==> config.mk <==
export PLATFORM = sky130hd
export DESIGN_NAME = vu_meter_led_sweep_unit
export DESIGN_NICKNAME = d
export VERILOG_FILES = /design/src/rtl/vu_pkg.sv /design/src/rtl/vu_meter_led_sweep_unit.sv /design/src/rtl/vu_front.sv /design/src/rtl/vu_queue.sv /design/src/rtl/vu_back.sv
export SDC_FILE = /design/constraint.sdc
export NUM_CORES = 2
export LEC_CHECK = 0
export BUFFER_PORTS_ARGS = -buffer_cell sky130_fd_sc_hd__buf_2
export CAP_MARGIN = 5
export CELL_PAD_IN_SITES_DETAIL_PLACEMENT = 0
export CELL_PAD_IN_SITES_GLOBAL_PLACEMENT = 1
export CORE_MARGIN = 1
export CORE_UTILIZATION = 35
export CTS_BUF_LIST = sky130_fd_sc_hd__clkbuf_8
export CTS_CLUSTER_SIZE = 24
export DETAILED_ROUTE_END_ITERATION = 10
export MAX_ROUTING_LAYER = met4
export PLACE_DENSITY = 0.71
export SETUP_SLACK_MARGIN = 0.1
export SYNTH_ARGS = -nofsm -noshare
export SYNTH_HDL_FRONTEND = slang
export SYNTH_SLANG_ARGS = --single-unit
==> constraint.sdc <==
create_clock -name clk -period 13 [get_ports clk]
set_input_delay 1.95 -clock clk [delete_from_list [all_inputs] [get_ports clk]]
set_output_delay 1.95 -clock clk [all_outputs]
set_load 0.005 [all_outputs]
==> src/rtl/vu_pkg.sv <==
// Shared types and constants for the LED ring VU meter.
// Used by the front, the frame queue, the LED back end and the top level.
package vu_pkg;

	localparam int MAX_LEDS = 32;
	localparam int CNT_W    = $clog2(MAX_LEDS + 1);
	localparam int IDX_W    = 5;
	localparam int LEVEL_W  = 16;
	localparam int GAIN_W   = 12;
	localparam int COLOR_W  = 8;
	localparam int PADDR_W  = 5;
	localparam int PDATA_W  = 32;
	localparam int QDEPTH   = 4;
	localparam int QPTR_W   = $clog2(QDEPTH);
	localparam int QCNT_W   = $clog2(QDEPTH + 1);

	typedef enum logic [2:0] {
		CFG_LED_COUNT = 3'd0,
		CFG_GAIN      = 3'd1,
		CFG_REVERSE   = 3'd2,
		CFG_MIRROR    = 3'd3,
		CFG_START     = 3'd4
	} cfg_idx_t;

	typedef struct packed {
		logic [CNT_W-1:0] n;
		logic [CNT_W-1:0] lit;
		logic [IDX_W-1:0] start;
		logic             mirror;
		logic             reverse;
	} frame_t;

	typedef struct packed {
		logic [IDX_W-1:0] idx;
		logic             last;
		logic             on;
		logic             lo;
		logic             single;
	} led_ctl_t;

endpackage

==> src/rtl/vu_meter_led_sweep_unit.sv <==
// Top level of the LED ring VU meter sweep unit.
// Depends on vu_pkg, vu_front, vu_queue and vu_back.
//
// One level item in, one colored LED out per clock cycle for each LED of the ring
// in use (1 to 32), LED 0 first, last high on the final one. Frames that wait in
// the frame queue follow each other with no gap, so the LED sequencer of the back
// end sets the sustained item rate. After start is taken, an item passes the
// front's multiplier registers, the frame queue, the sequencer and the back-end
// pipeline registers before its first LED appears. Up to four items may wait
// between front and back end; busy is high while that room is used up. LED
// results come out as a one-cycle strobe on led_valid and cannot be held off.
// Configuration registers sit at byte addresses 0x00 (led_count), 0x04
// (intensity_gain), 0x08 (reverse_mode), 0x0C (mirror_mode) and 0x10 (start_led);
// write them only while no frame is in flight.
module vu_meter_led_sweep_unit (
	input  logic                         clk,
	input  logic                         arst_n,
	input  logic                         psel,
	input  logic                         penable,
	input  logic                         pwrite,
	input  logic [vu_pkg::PADDR_W-1:0]   paddr,
	input  logic [vu_pkg::PDATA_W-1:0]   pwdata,
	output logic [vu_pkg::PDATA_W-1:0]   prdata,
	output logic                         pready,
	input  logic                         start,
	output logic                         busy,
	input  logic [vu_pkg::LEVEL_W-1:0]   level,
	output logic                         led_valid,
	output logic [vu_pkg::IDX_W-1:0]     led_index,
	output logic [vu_pkg::COLOR_W-1:0]   red,
	output logic [vu_pkg::COLOR_W-1:0]   green,
	output logic                         last
);

	logic                        q_push;
	vu_pkg::frame_t              q_data;
	logic                        q_pop;
	vu_pkg::frame_t              q_head;
	logic                        q_empty;
	logic [vu_pkg::QCNT_W-1:0]   q_count;

	vu_front u_front (
		.clk     (clk),
		.arst_n  (arst_n),
		.psel    (psel),
		.penable (penable),
		.pwrite  (pwrite),
		.paddr   (paddr),
		.pwdata  (pwdata),
		.prdata  (prdata),
		.pready  (pready),
		.start   (start),
		.level   (level),
		.busy    (busy),
		.q_count (q_count),
		.q_push  (q_push),
		.q_data  (q_data)
	);

	vu_queue u_queue (
		.clk       (clk),
		.arst_n    (arst_n),
		.push      (q_push),
		.push_data (q_data),
		.pop       (q_pop),
		.head      (q_head),
		.empty     (q_empty),
		.count     (q_count)
	);

	vu_back u_back (
		.clk       (clk),
		.arst_n    (arst_n),
		.q_empty   (q_empty),
		.q_head    (q_head),
		.q_pop     (q_pop),
		.led_valid (led_valid),
		.led_index (led_index),
		.red       (red),
		.green     (green),
		.last      (last)
	);

endmodule

==> src/rtl/vu_front.sv <==
// Front part: configuration registers, item accept and lit-count computation.
// Depends on vu_pkg; pushes one frame descriptor per item into the frame queue.
module vu_front (
	input  logic                          clk,
	input  logic                          arst_n,
	input  logic                          psel,
	input  logic                          penable,
	input  logic                          pwrite,
	input  logic [vu_pkg::PADDR_W-1:0]    paddr,
	input  logic [vu_pkg::PDATA_W-1:0]    pwdata,
	output logic [vu_pkg::PDATA_W-1:0]    prdata,
	output logic                          pready,
	input  logic                          start,
	input  logic [vu_pkg::LEVEL_W-1:0]    level,
	output logic                          busy,
	input  logic [vu_pkg::QCNT_W-1:0]     q_count,
	output logic                          q_push,
	output vu_pkg::frame_t                q_data
);

	localparam int P1_W  = vu_pkg::LEVEL_W + vu_pkg::GAIN_W;
	localparam int P2_W  = P1_W + vu_pkg::CNT_W;
	localparam int RND_W = P2_W + 1;
	localparam int LIT_W = RND_W - 24;
	localparam logic [RND_W-1:0] ROUND_HALF = RND_W'(1) << 23;

	logic [vu_pkg::CNT_W-1:0]   led_count_q;
	logic [vu_pkg::GAIN_W-1:0]  gain_q;
	logic                       reverse_q;
	logic                       mirror_q;
	logic [vu_pkg::IDX_W-1:0]   start_led_q;

	logic                       wr_en;
	vu_pkg::cfg_idx_t           cfg_idx;
	logic [vu_pkg::CNT_W-1:0]   n_eff;
	logic                       accept;

	logic                       v_s1;
	logic [P1_W-1:0]            p1_s1;
	logic                       v_s2;
	logic [P2_W-1:0]            p2_s2;

	logic [RND_W-1:0]           rnd;
	logic [LIT_W-1:0]           lit_wide;
	logic [vu_pkg::CNT_W-1:0]   lit;
	logic [vu_pkg::QCNT_W-1:0]  load;

	function automatic logic [vu_pkg::CNT_W-1:0] mod_count(
		input logic [vu_pkg::IDX_W-1:0] v,
		input logic [vu_pkg::CNT_W-1:0] n
	);
		logic [vu_pkg::CNT_W:0] rem;
		rem = '0;
		for (int b = vu_pkg::IDX_W - 1; b >= 0; b--) begin
			rem = {rem[vu_pkg::CNT_W-1:0], v[b]};
			if (rem >= {1'b0, n})
				rem = rem - {1'b0, n};
		end
		return rem[vu_pkg::CNT_W-1:0];
	endfunction

	assign pready  = 1'b1;
	assign wr_en   = psel & penable & pwrite & pready;
	assign cfg_idx = vu_pkg::cfg_idx_t'(paddr[4:2]);

	always_ff @(posedge clk or negedge arst_n) begin
		if (!arst_n) begin
			led_count_q <= vu_pkg::CNT_W'(24);
			gain_q      <= vu_pkg::GAIN_W'(256);
			reverse_q   <= 1'b0;
			mirror_q    <= 1'b0;
			start_led_q <= '0;
		end else if (wr_en) begin
			unique case (cfg_idx)
				vu_pkg::CFG_LED_COUNT: led_count_q <= pwdata[vu_pkg::CNT_W-1:0];
				vu_pkg::CFG_GAIN:      gain_q      <= pwdata[vu_pkg::GAIN_W-1:0];
				vu_pkg::CFG_REVERSE:   reverse_q   <= pwdata[0];
				vu_pkg::CFG_MIRROR:    mirror_q    <= pwdata[0];
				vu_pkg::CFG_START:     start_led_q <= pwdata[vu_pkg::IDX_W-1:0];
				default: ;
			endcase
		end
	end

	always_comb begin
		prdata = '0;
		unique case (cfg_idx)
			vu_pkg::CFG_LED_COUNT: prdata = vu_pkg::PDATA_W'(led_count_q);
			vu_pkg::CFG_GAIN:      prdata = vu_pkg::PDATA_W'(gain_q);
			vu_pkg::CFG_REVERSE:   prdata = vu_pkg::PDATA_W'(reverse_q);
			vu_pkg::CFG_MIRROR:    prdata = vu_pkg::PDATA_W'(mirror_q);
			vu_pkg::CFG_START:     prdata = vu_pkg::PDATA_W'(start_led_q);
			default:               prdata = '0;
		endcase
	end

	always_comb begin
		priority if (led_count_q == '0)
			n_eff = vu_pkg::CNT_W'(1);
		else if (led_count_q > vu_pkg::CNT_W'(vu_pkg::MAX_LEDS))
			n_eff = vu_pkg::CNT_W'(vu_pkg::MAX_LEDS);
		else
			n_eff = led_count_q;
	end

	assign load   = q_count + vu_pkg::QCNT_W'(v_s1) + vu_pkg::QCNT_W'(v_s2);
	assign busy   = load >= vu_pkg::QCNT_W'(vu_pkg::QDEPTH);
	assign accept = start & ~busy;

	always_ff @(posedge clk or negedge arst_n) begin
		if (!arst_n) begin
			v_s1 <= 1'b0;
			v_s2 <= 1'b0;
		end else begin
			v_s1 <= accept;
			v_s2 <= v_s1;
		end
	end

	always_ff @(posedge clk) begin
		if (accept)
			p1_s1 <= {{vu_pkg::GAIN_W{1'b0}}, level} * {{vu_pkg::LEVEL_W{1'b0}}, gain_q};
		if (v_s1)
			p2_s2 <= {{vu_pkg::CNT_W{1'b0}}, p1_s1} * {{P1_W{1'b0}}, n_eff};
	end

	assign rnd      = {1'b0, p2_s2} + ROUND_HALF;
	assign lit_wide = rnd[RND_W-1:24];
	assign lit      = (lit_wide > LIT_W'(n_eff)) ? n_eff : lit_wide[vu_pkg::CNT_W-1:0];

	always_comb begin
		q_push          = v_s2;
		q_data.n        = n_eff;
		q_data.lit      = lit;
		q_data.start    = vu_pkg::IDX_W'(mod_count(start_led_q, n_eff));
		q_data.mirror   = mirror_q;
		q_data.reverse  = reverse_q;
	end

endmodule

==> src/rtl/vu_queue.sv <==
// Short frame queue between the front and the LED back end.
// Depends on vu_pkg for the frame descriptor type and the depth.
module vu_queue (
	input  logic                      clk,
	input  logic                      arst_n,
	input  logic                      push,
	input  vu_pkg::frame_t            push_data,
	input  logic                      pop,
	output vu_pkg::frame_t            head,
	output logic                      empty,
	output logic [vu_pkg::QCNT_W-1:0] count
);

	vu_pkg::frame_t               entry_q [vu_pkg::QDEPTH];
	logic [vu_pkg::QPTR_W-1:0]    wr_ptr_q;
	logic [vu_pkg::QPTR_W-1:0]    rd_ptr_q;
	logic [vu_pkg::QCNT_W-1:0]    count_q;

	assign head  = entry_q[rd_ptr_q];
	assign empty = count_q == '0;
	assign count = count_q;

	always_ff @(posedge clk) begin
		if (push)
			entry_q[wr_ptr_q] <= push_data;
	end

	always_ff @(posedge clk or negedge arst_n) begin
		if (!arst_n) begin
			wr_ptr_q <= '0;
			rd_ptr_q <= '0;
			count_q  <= '0;
		end else begin
			if (push)
				wr_ptr_q <= wr_ptr_q + 1'b1;
			if (pop)
				rd_ptr_q <= rd_ptr_q + 1'b1;
			unique case ({push, pop})
				2'b10:   count_q <= count_q + 1'b1;
				2'b01:   count_q <= count_q - 1'b1;
				default: count_q <= count_q;
			endcase
		end
	end

endmodule

==> src/rtl/vu_back.sv <==
// LED back end: walks the ring one LED per cycle and colors each LED.
// Depends on vu_pkg; pops frame descriptors from the frame queue.
module vu_back (
	input  logic                       clk,
	input  logic                       arst_n,
	input  logic                       q_empty,
	input  vu_pkg::frame_t             q_head,
	output logic                       q_pop,
	output logic                       led_valid,
	output logic [vu_pkg::IDX_W-1:0]   led_index,
	output logic [vu_pkg::COLOR_W-1:0] red,
	output logic [vu_pkg::COLOR_W-1:0] green,
	output logic                       last
);

	localparam int X_W   = vu_pkg::IDX_W + 9;
	localparam int R_W   = 17;
	localparam int P_W   = X_W + R_W;
	localparam int QD_W  = vu_pkg::COLOR_W + vu_pkg::IDX_W;
	localparam logic [vu_pkg::COLOR_W-1:0] FULL = '1;

	logic                        active_q;
	vu_pkg::frame_t              frame_q;
	logic [vu_pkg::IDX_W-1:0]    idx_q;
	logic [vu_pkg::IDX_W-1:0]    pos_q;

	logic                        finishing;
	logic [vu_pkg::CNT_W-1:0]    n_m1;
	logic [vu_pkg::CNT_W-1:0]    pos6;
	logic [vu_pkg::CNT_W:0]      lit_p1;
	logic [vu_pkg::CNT_W-1:0]    h;
	logic [vu_pkg::CNT_W:0]      sum_a;
	logic [vu_pkg::CNT_W:0]      a7;
	logic [vu_pkg::CNT_W-1:0]    sel;
	logic                        on;
	logic                        lo;
	logic [vu_pkg::IDX_W-1:0]    d5;
	logic [vu_pkg::IDX_W-1:0]    m;
	logic [X_W-1:0]              x;
	logic [vu_pkg::CNT_W-1:0]    head_pos;

	logic                        v_s1;
	vu_pkg::led_ctl_t            ctl_s1;
	logic [X_W-1:0]              x_s1;
	logic [vu_pkg::IDX_W-1:0]    d_s1;

	logic [P_W-1:0]              prod;
	logic                        v_s2;
	vu_pkg::led_ctl_t            ctl_s2;
	logic [X_W-1:0]              x_s2;
	logic [vu_pkg::IDX_W-1:0]    d_s2;
	logic [vu_pkg::COLOR_W-1:0]  q1_s2;

	logic [QD_W-1:0]             qd;
	logic [X_W-1:0]              rem;
	logic [vu_pkg::COLOR_W-1:0]  quo;
	logic [vu_pkg::COLOR_W-1:0]  red_c;
	logic [vu_pkg::COLOR_W-1:0]  green_c;

	logic                        v_s3;
	logic [vu_pkg::IDX_W-1:0]    idx_s3;
	logic [vu_pkg::COLOR_W-1:0]  red_s3;
	logic [vu_pkg::COLOR_W-1:0]  green_s3;
	logic                        last_s3;

	function automatic logic [R_W-1:0] recip(input logic [vu_pkg::IDX_W-1:0] d);
		logic [R_W-1:0] r;
		unique case (d)
			5'd1:    r = 17'd65536;
			5'd2:    r = 17'd32768;
			5'd3:    r = 17'd21845;
			5'd4:    r = 17'd16384;
			5'd5:    r = 17'd13107;
			5'd6:    r = 17'd10922;
			5'd7:    r = 17'd9362;
			5'd8:    r = 17'd8192;
			5'd9:    r = 17'd7281;
			5'd10:   r = 17'd6553;
			5'd11:   r = 17'd5957;
			5'd12:   r = 17'd5461;
			5'd13:   r = 17'd5041;
			5'd14:   r = 17'd4681;
			5'd15:   r = 17'd4369;
			5'd16:   r = 17'd4096;
			5'd17:   r = 17'd3855;
			5'd18:   r = 17'd3640;
			5'd19:   r = 17'd3449;
			5'd20:   r = 17'd3276;
			5'd21:   r = 17'd3120;
			5'd22:   r = 17'd2978;
			5'd23:   r = 17'd2849;
			5'd24:   r = 17'd2730;
			5'd25:   r = 17'd2621;
			5'd26:   r = 17'd2520;
			5'd27:   r = 17'd2427;
			5'd28:   r = 17'd2340;
			5'd29:   r = 17'd2259;
			5'd30:   r = 17'd2184;
			5'd31:   r = 17'd2114;
			default: r = '0;
		endcase
		return r;
	endfunction

	// sequencer
	assign n_m1      = frame_q.n - 1'b1;
	assign finishing = active_q && ({1'b0, idx_q} == n_m1);
	assign q_pop     = ~q_empty && (~active_q || finishing);
	assign head_pos  = (q_head.start == '0) ? '0 : q_head.n - {1'b0, q_head.start};

	always_ff @(posedge clk or negedge arst_n) begin
		if (!arst_n)
			active_q <= 1'b0;
		else if (q_pop)
			active_q <= 1'b1;
		else if (finishing)
			active_q <= 1'b0;
	end

	always_ff @(posedge clk) begin
		if (q_pop) begin
			frame_q <= q_head;
			idx_q   <= '0;
			pos_q   <= head_pos[vu_pkg::IDX_W-1:0];
		end else if (active_q) begin
			idx_q <= idx_q + 1'b1;
			pos_q <= ({1'b0, pos_q} == n_m1) ? '0 : pos_q + 1'b1;
		end
	end

	// fill decision and gradient numerator
	always_comb begin
		pos6   = {1'b0, pos_q};
		lit_p1 = {1'b0, frame_q.lit} + 1'b1;
		h      = lit_p1[vu_pkg::CNT_W:1];
		sum_a  = {1'b0, pos6} + {2'b0, frame_q.n[vu_pkg::CNT_W-1:1]};
		a7     = (sum_a >= {1'b0, frame_q.n}) ? sum_a - {1'b0, frame_q.n} : sum_a;
		sel    = frame_q.reverse ? a7[vu_pkg::CNT_W-1:0] : pos6;
		priority if (frame_q.mirror)
			on = (sel < h) || (({1'b0, sel} + {1'b0, h}) >= {1'b0, frame_q.n});
		else if (frame_q.reverse)
			on = ({1'b0, pos6} + {1'b0, frame_q.lit}) >= {1'b0, frame_q.n};
		else
			on = pos6 < frame_q.lit;
		d5 = n_m1[vu_pkg::IDX_W-1:0];
		lo = {pos6, 1'b0} < {1'b0, n_m1};
		m  = lo ? pos_q : d5 - pos_q;
		x  = {m, 9'b0} - X_W'({m, 1'b0});
	end

	always_ff @(posedge clk or negedge arst_n) begin
		if (!arst_n) begin
			v_s1 <= 1'b0;
			v_s2 <= 1'b0;
			v_s3 <= 1'b0;
		end else begin
			v_s1 <= active_q;
			v_s2 <= v_s1;
			v_s3 <= v_s2;
		end
	end

	always_ff @(posedge clk) begin
		ctl_s1.idx    <= idx_q;
		ctl_s1.last   <= finishing;
		ctl_s1.on     <= on;
		ctl_s1.lo     <= lo;
		ctl_s1.single <= frame_q.n == vu_pkg::CNT_W'(1);
		x_s1          <= x;
		d_s1          <= d5;
	end

	// quotient estimate by reciprocal
	assign prod = {{R_W{1'b0}}, x_s1} * {{X_W{1'b0}}, recip(d_s1)};

	always_ff @(posedge clk) begin
		ctl_s2 <= ctl_s1;
		x_s2   <= x_s1;
		d_s2   <= d_s1;
		q1_s2  <= prod[16 +: vu_pkg::COLOR_W];
	end

	// correct the estimate and pick colors
	always_comb begin
		qd  = {{vu_pkg::IDX_W{1'b0}}, q1_s2} * {{vu_pkg::COLOR_W{1'b0}}, d_s2};
		rem = x_s2 - {{(X_W-QD_W){1'b0}}, qd};
		quo = (rem >= X_W'(d_s2)) ? q1_s2 + 1'b1 : q1_s2;
		priority if (!ctl_s2.on) begin
			red_c   = '0;
			green_c = '0;
		end else if (ctl_s2.single) begin
			red_c   = '0;
			green_c = FULL;
		end else if (ctl_s2.lo) begin
			red_c   = quo;
			green_c = FULL;
		end else begin
			red_c   = FULL;
			green_c = quo;
		end
	end

	always_ff @(posedge clk) begin
		idx_s3   <= ctl_s2.idx;
		red_s3   <= red_c;
		green_s3 <= green_c;
		last_s3  <= ctl_s2.last;
	end

	assign led_valid = v_s3;
	assign led_index = idx_s3;
	assign red       = red_s3;
	assign green     = green_s3;
	assign last      = last_s3;

endmodule

======== After elaboration in Yosys (flattened, before gate mapping) ========
Memories as Yosys holds them, arrays and structs flattened. A register that Yosys moved wholly into a read port is not among the register bits.
Index checks and enable logic that the tools add are counted.
W data, S select, Z words.
cells by class
  add/sub/neg operators ................... 25
  $mul .................................... 4
  div/mod/pow operators ................... 0
  order comparisons ....................... 15
  equal/unequal tests ..................... 9
  shift operators ......................... 0
  mux-type cells .......................... 27
  bitwise operators ....................... 7
  reduce and logical (&&, ||, !) cells .... 17
operators with widths
  operator                  count
  $pmux W12 S5              1
  $mux W6                   9
  $ge A7 B6 Y1              7
  $add A34 B24 Y35 const B  1
  $mul A28 B6 Y34           1
  $mux W8                   4
  $mux W5                   6
  $mul A16 B12 Y28          1
  $mul A14 B17 Y24          1
  $sub A6 B6 Y6             4
  $sub A5 B5 Y5             3
  $ge A14 B5 Y1             1
  $sub A14 B13 Y14          1
  $sub A14 B6 Y14           1
  $mul A8 B5 Y13            1
  $eq A5 B6 Y1              2
  $lt A6 B6 Y1              2
  $gt A11 B6 Y1             1
  $add A5 B1 Y5 const B     2
  $reduce_and A2 Y1         5
  $add A8 B1 Y8 const B     1
  $add A5 B6 Y7             1
  $add A6 B1 Y7 const B     1
  $add A6 B6 Y7             1
  other kinds (28)          46
word-level totals
  flip-flop bits (word level) ............. 210
  latch bits .............................. 0
  RAM bits ................................ 76
  ROM bits ................................ 544
  input port bits ......................... 59
  output and inout port bits .............. 57
  logic and storage cells ................. 147
  memories ................................ 2
memories
  name             words  bits a word  rd ports  clocked after memory_dff  wr ports  RTL line        source
  (no name shown)  32     17           1         1                         0         vu_back.sv:68   unique case (d)
  u_queue.entry_q  4      19           1         0                         1         vu_queue.sv:14  vu_pkg::frame_t entry_q [vu_pkg::QDEPTH];

======== Logic depth before layout (Yosys ltp) ========
  word-level depth ........................ 13
  mapped depth ............................ 44
  gate-level depth less buffers ........... 41

======== Modules after synthesis ========
Synthesis repeated with hierarchy kept, for this count alone.
second synthesis, totals
  cells, all modules ...................... 3252
  area, all modules ....................... 31574.0 um^2
modules (own cells, without submodules)
  module    times used  cells an instance  area each (um^2)  sequential area each (um^2)
  vu_front  1           1601               14456.4           1850.5
  vu_back   1           1516               13983.4           2792.7
  vu_queue  1           135                3134.3            2457.4

======== Least setup slack after synthesis ========
OpenSTA, ideal clock, no wires.
  path type ............................... register to register
  from .................................... register u_front.led_count_q[5] (netlist bit)
  to ...................................... memory u_queue.entry_q[0][4] (netlist bit) (data pin)
  setup time .............................. 0.264 ns
  data arrival time ....................... 9.450 ns
  required time ........................... 12.736 ns
  setup slack ............................. 3.286 ns
  stages on the path, launching flop included .. 43
  buffers on the path ..................... 3
  period minus slack after synthesis ...... 9.714 ns
  path through ............................ dfrtp_1 buf_6 nor4_4 a22o_1 clkbuf_1 clkbuf_1 ha_1 inv_1 ha_1 o21ai_1 nand2_1 o21ai_0 ha_1 nor2b_1 o31a_1 o31a_1 nor2_1 mux2_2 (+7 left out) nor2b_1 o211ai_1 nand3b_1 a211oi_1 o21bai_1 a221oi_4 mux2_2 inv_1 ha_1 nor2b_1 o21ai_0 nand2b_1 a31o_2 a21o_1 a21o_1 a21oi_1 o211ai_4 mux2_4
RTL lines
  element                 RTL line        source
  from (decl)             vu_front.sv:27  logic [vu_pkg::CNT_W-1:0] led_count_q;
  from (signal assigned)  vu_front.sv:68  led_count_q <= vu_pkg::CNT_W'(24);
  from (signal assigned)  vu_front.sv:75  vu_pkg::CFG_LED_COUNT: led_count_q <= pwdata[vu_pkg::CNT_W-1:0];
  to (decl)               vu_queue.sv:14

==> metrics.txt <==
routed wl met2 around 37 mm; RSZ-0062 raised after global routing no; fin. max-slew vios 0; Final Worst Setup Slack 2.05 ns; first-pass GRT wire length between 100 and 150 mm; clk_lat worst skew 0.65 ns; Die X ~300 um; Critical Path AT ~11 ns; highest clock rate 91.3 MHz; I/O pins 116; worst min path class flip-flop to flip-flop; Post-Syn Instances 3,211; Hold Buf Count CTS 0; Critical Path Sink Type flip-flop; ys async rst share 0.137; Root Buffer Master clkbuf_8; setup TNS 0 ns; H-Tree Depth 2; outcome complete, no violations; Area growth syn-to-layout 8.06%; worst r2r src u_front.led_count_q[5]$_DFFE_PN0P_; worst-case reg-to-reg path depth 42; Max-cap violations 0; initial antenna violation count 2; TritonCTS clock tree built; # rows between 100 and 150; final period utilization 0.842; Final nets 4,014; Initial Utilization 0.353; DRT met1 WL 29.4 mm; actual slew at the worst max-slew pin 1.06 ns; Post-synth EDFFs 134; hold endpoint u_back.led_index[2]$_DFF_P_; clock-pin slew on the worst setup and hold paths 0.06 ns; Core Region 0.0884 mm2; drt wl/cell 15.7 um; HPWL after DPL 53.9 mm; Critical R2R Capture u_queue.entry_q[1][2]$_DFFE_PP_; number of placed cells counting well taps 4,335; post-route ant nets 0; drt pass-1 iters 5; worst setup path class flip-flop to flip-flop; grt ovf 0; most frequent cells in the layout inv_1 (539), nand2_1 (503), fa_1 (427); slowest CP cell dfrtp_1; top_reg_cell synth edfxtp_1; Seq/Total Area, Yosys 0.228; Die Y 300 um; largest net degree at the start of global routing 39; Synth warnings 0; routed via count ~21,000; worst rel slew slack 0.291; Worst Hold Depth 0; # Post-CTS Setup Buffers 0; Vias/cell 4.82; share of layout cells above drive strength 1 0.0752; drt total wl slightly below 70 mm; Netlist Area Pre-Place 0.0312 mm2; CTS sink count 278; Top Metal Used met4; Initial DRC Count 833; vias in the first global route 22,400; worst slack, placed ~2.1 ns; placed cell area between 0.03 and 0.04 mm2; Worst Path Required 13.38 ns; CP most frequent cell ha_1; detailed-route DRC error count 0; R2R Setup Slk around 2 ns; CTS buffer count 49; crit-path max FO 38; post-synth cell types 82; Buffers on Ports between 70 and 80; total die area around 0.09 mm2; design area 0.0337 mm2; Yosys reg bits 278; final setup fails 0; post-route insts no fill 4,426; post-CTS sizing 0; clock buffer depth 3; Layout Skew 0.0441 ns; HP Start u_back.ctl_s2[6]$_DFF_P_; minimum clock period after layout about 11 ns; CP max stage delay 0.52 ns; gr usage total 0.163; mean area per synthesized cell 9.71 um2; wire length on met3 1.91 mm; Hold Fails Final Rpt 0; crit start category flip-flop; most common cell after layout, fill and taps aside inv_1; Final Wtd Congestion about 0.84
-- registers in the layout, summed over array words and instances (netlist names), 6 cells and up, named ones only --
| register | cells |
|---|---|
| u_back.q1_s2 | 8 |
| u_back.ctl_s2 | 9 |
| u_front.led_count_q | 6 |
| u_back.frame_q | 14 |
| u_queue.entry_q | 76 |
| u_back.x_s2 | 13 |
| u_back.ctl_s1 | 9 |
| u_back.green | 8 |
| u_front.gain_q | 12 |
| u_back.red | 8 |
| u_back.x_s1 | 13 |
| u_front.p1_s1 | 28 |
| u_front.p2_s2 | 11 |
-- cell families (layout without fill, tap and decap cells) --
| logic type | count (synthesis) | in the layout | synth area share |
|---|---|---|---|
| buffers and inverters | 675 | 704 | 0.0841 |
| flip-flops | 278 | 278 | 0.228 |
| other | 2 | 23 | 0.000241 |
| AO/OA/AOI/OAI | 361 | 361 | 0.0766 |
| AND/OR/NAND/NOR | 952 | 952 | 0.142 |
| multiplexers | 76 | 76 | 0.0343 |
| XOR/XNOR | 133 | 133 | 0.0374 |
| adder cells (fa/ha/maj) | 734 | 734 | 0.397 |
-- metrics by stage --
step	util	hold WS, ns
final	0.381	0.316
after global routing	0.381	0.323
after CTS	0.381	0.319
after detailed placement	0.369	0.313
after global placement	0.369	0.313
after floorplan	-	0.310
-- worst max path at each step --
stage                                                   from                         endpoint  slack [ns]
after global placement    u_front.led_count_q[5]$_DFFE_PN0P_  u_queue.entry_q[3][6]$_DFFE_PP_        2.18
after CTS                 u_front.led_count_q[5]$_DFFE_PN0P_  u_queue.entry_q[3][4]$_DFFE_PP_        2.09
final                     u_front.led_count_q[5]$_DFFE_PN0P_  u_queue.entry_q[1][2]$_DFFE_PP_        2.05
after floorplan           u_front.led_count_q[5]$_DFFE_PN0P_  u_queue.entry_q[0][4]$_DFFE_PP_        3.29
after global routing      u_front.led_count_q[5]$_DFFE_PN0P_  u_queue.entry_q[1][2]$_DFFE_PP_        1.21
after detailed placement  u_front.led_count_q[5]$_DFFE_PN0P_  u_queue.entry_q[0][4]$_DFFE_PP_        2.11
-- cells in the mapped netlist (34+ instances only) --
cell type | count | area share
xor2_1 | 45 | 0.013
o21ai_0 | 61 | 0.0098
dfrtp_1 | 35 | 0.028
nand3_1 | 34 | 0.0055
edfxtp_1 | 134 | 0.13
fa_1 | 427 | 0.27
xnor2_1 | 88 | 0.025
ha_1 | 307 | 0.12
inv_1 | 525 | 0.063
a21oi_1 | 109 | 0.017
a21o_1 | 46 | 0.011
and2_1 | 180 | 0.036
clkbuf_1 | 117 | 0.014
nand2_1 | 503 | 0.061
dfxtp_1 | 106 | 0.068
nor2_1 | 101 | 0.012
-- worst max-delay path, delay by kind of cell (launching register included) --
family	cells	cell delay, ns
compound gates	20	4.89
fa+ha+maj	6	1.72
buf+inv	5	1.11
flops	1	0.52
mux	3	1.30
simple gates	8	1.17
-- cell type report --
cell class	instances	area, um2
Inverter	526	1970
Antenna cell	2	5.00
Fill cell	8920	54700
Tap cell	1165	1460
Sequential cell	278	7100
Clock buffer	53	729
Timing Repair Buffer	89	488
Clock inverter	36	393
Multi-Input combinational cell	2277	21500
-- routing by layer --
layer / vias up / GRT usage
met5: - / -
met2: 235 / 0.295
li1: 10200 / -
met1: 10800 / 0.191
met3: 85 / 0.0179
met4: 0 / 0.0420
Power is not shown: default switching activity piles up to over one toggle a cycle in this logic, so the estimate is an artifact.
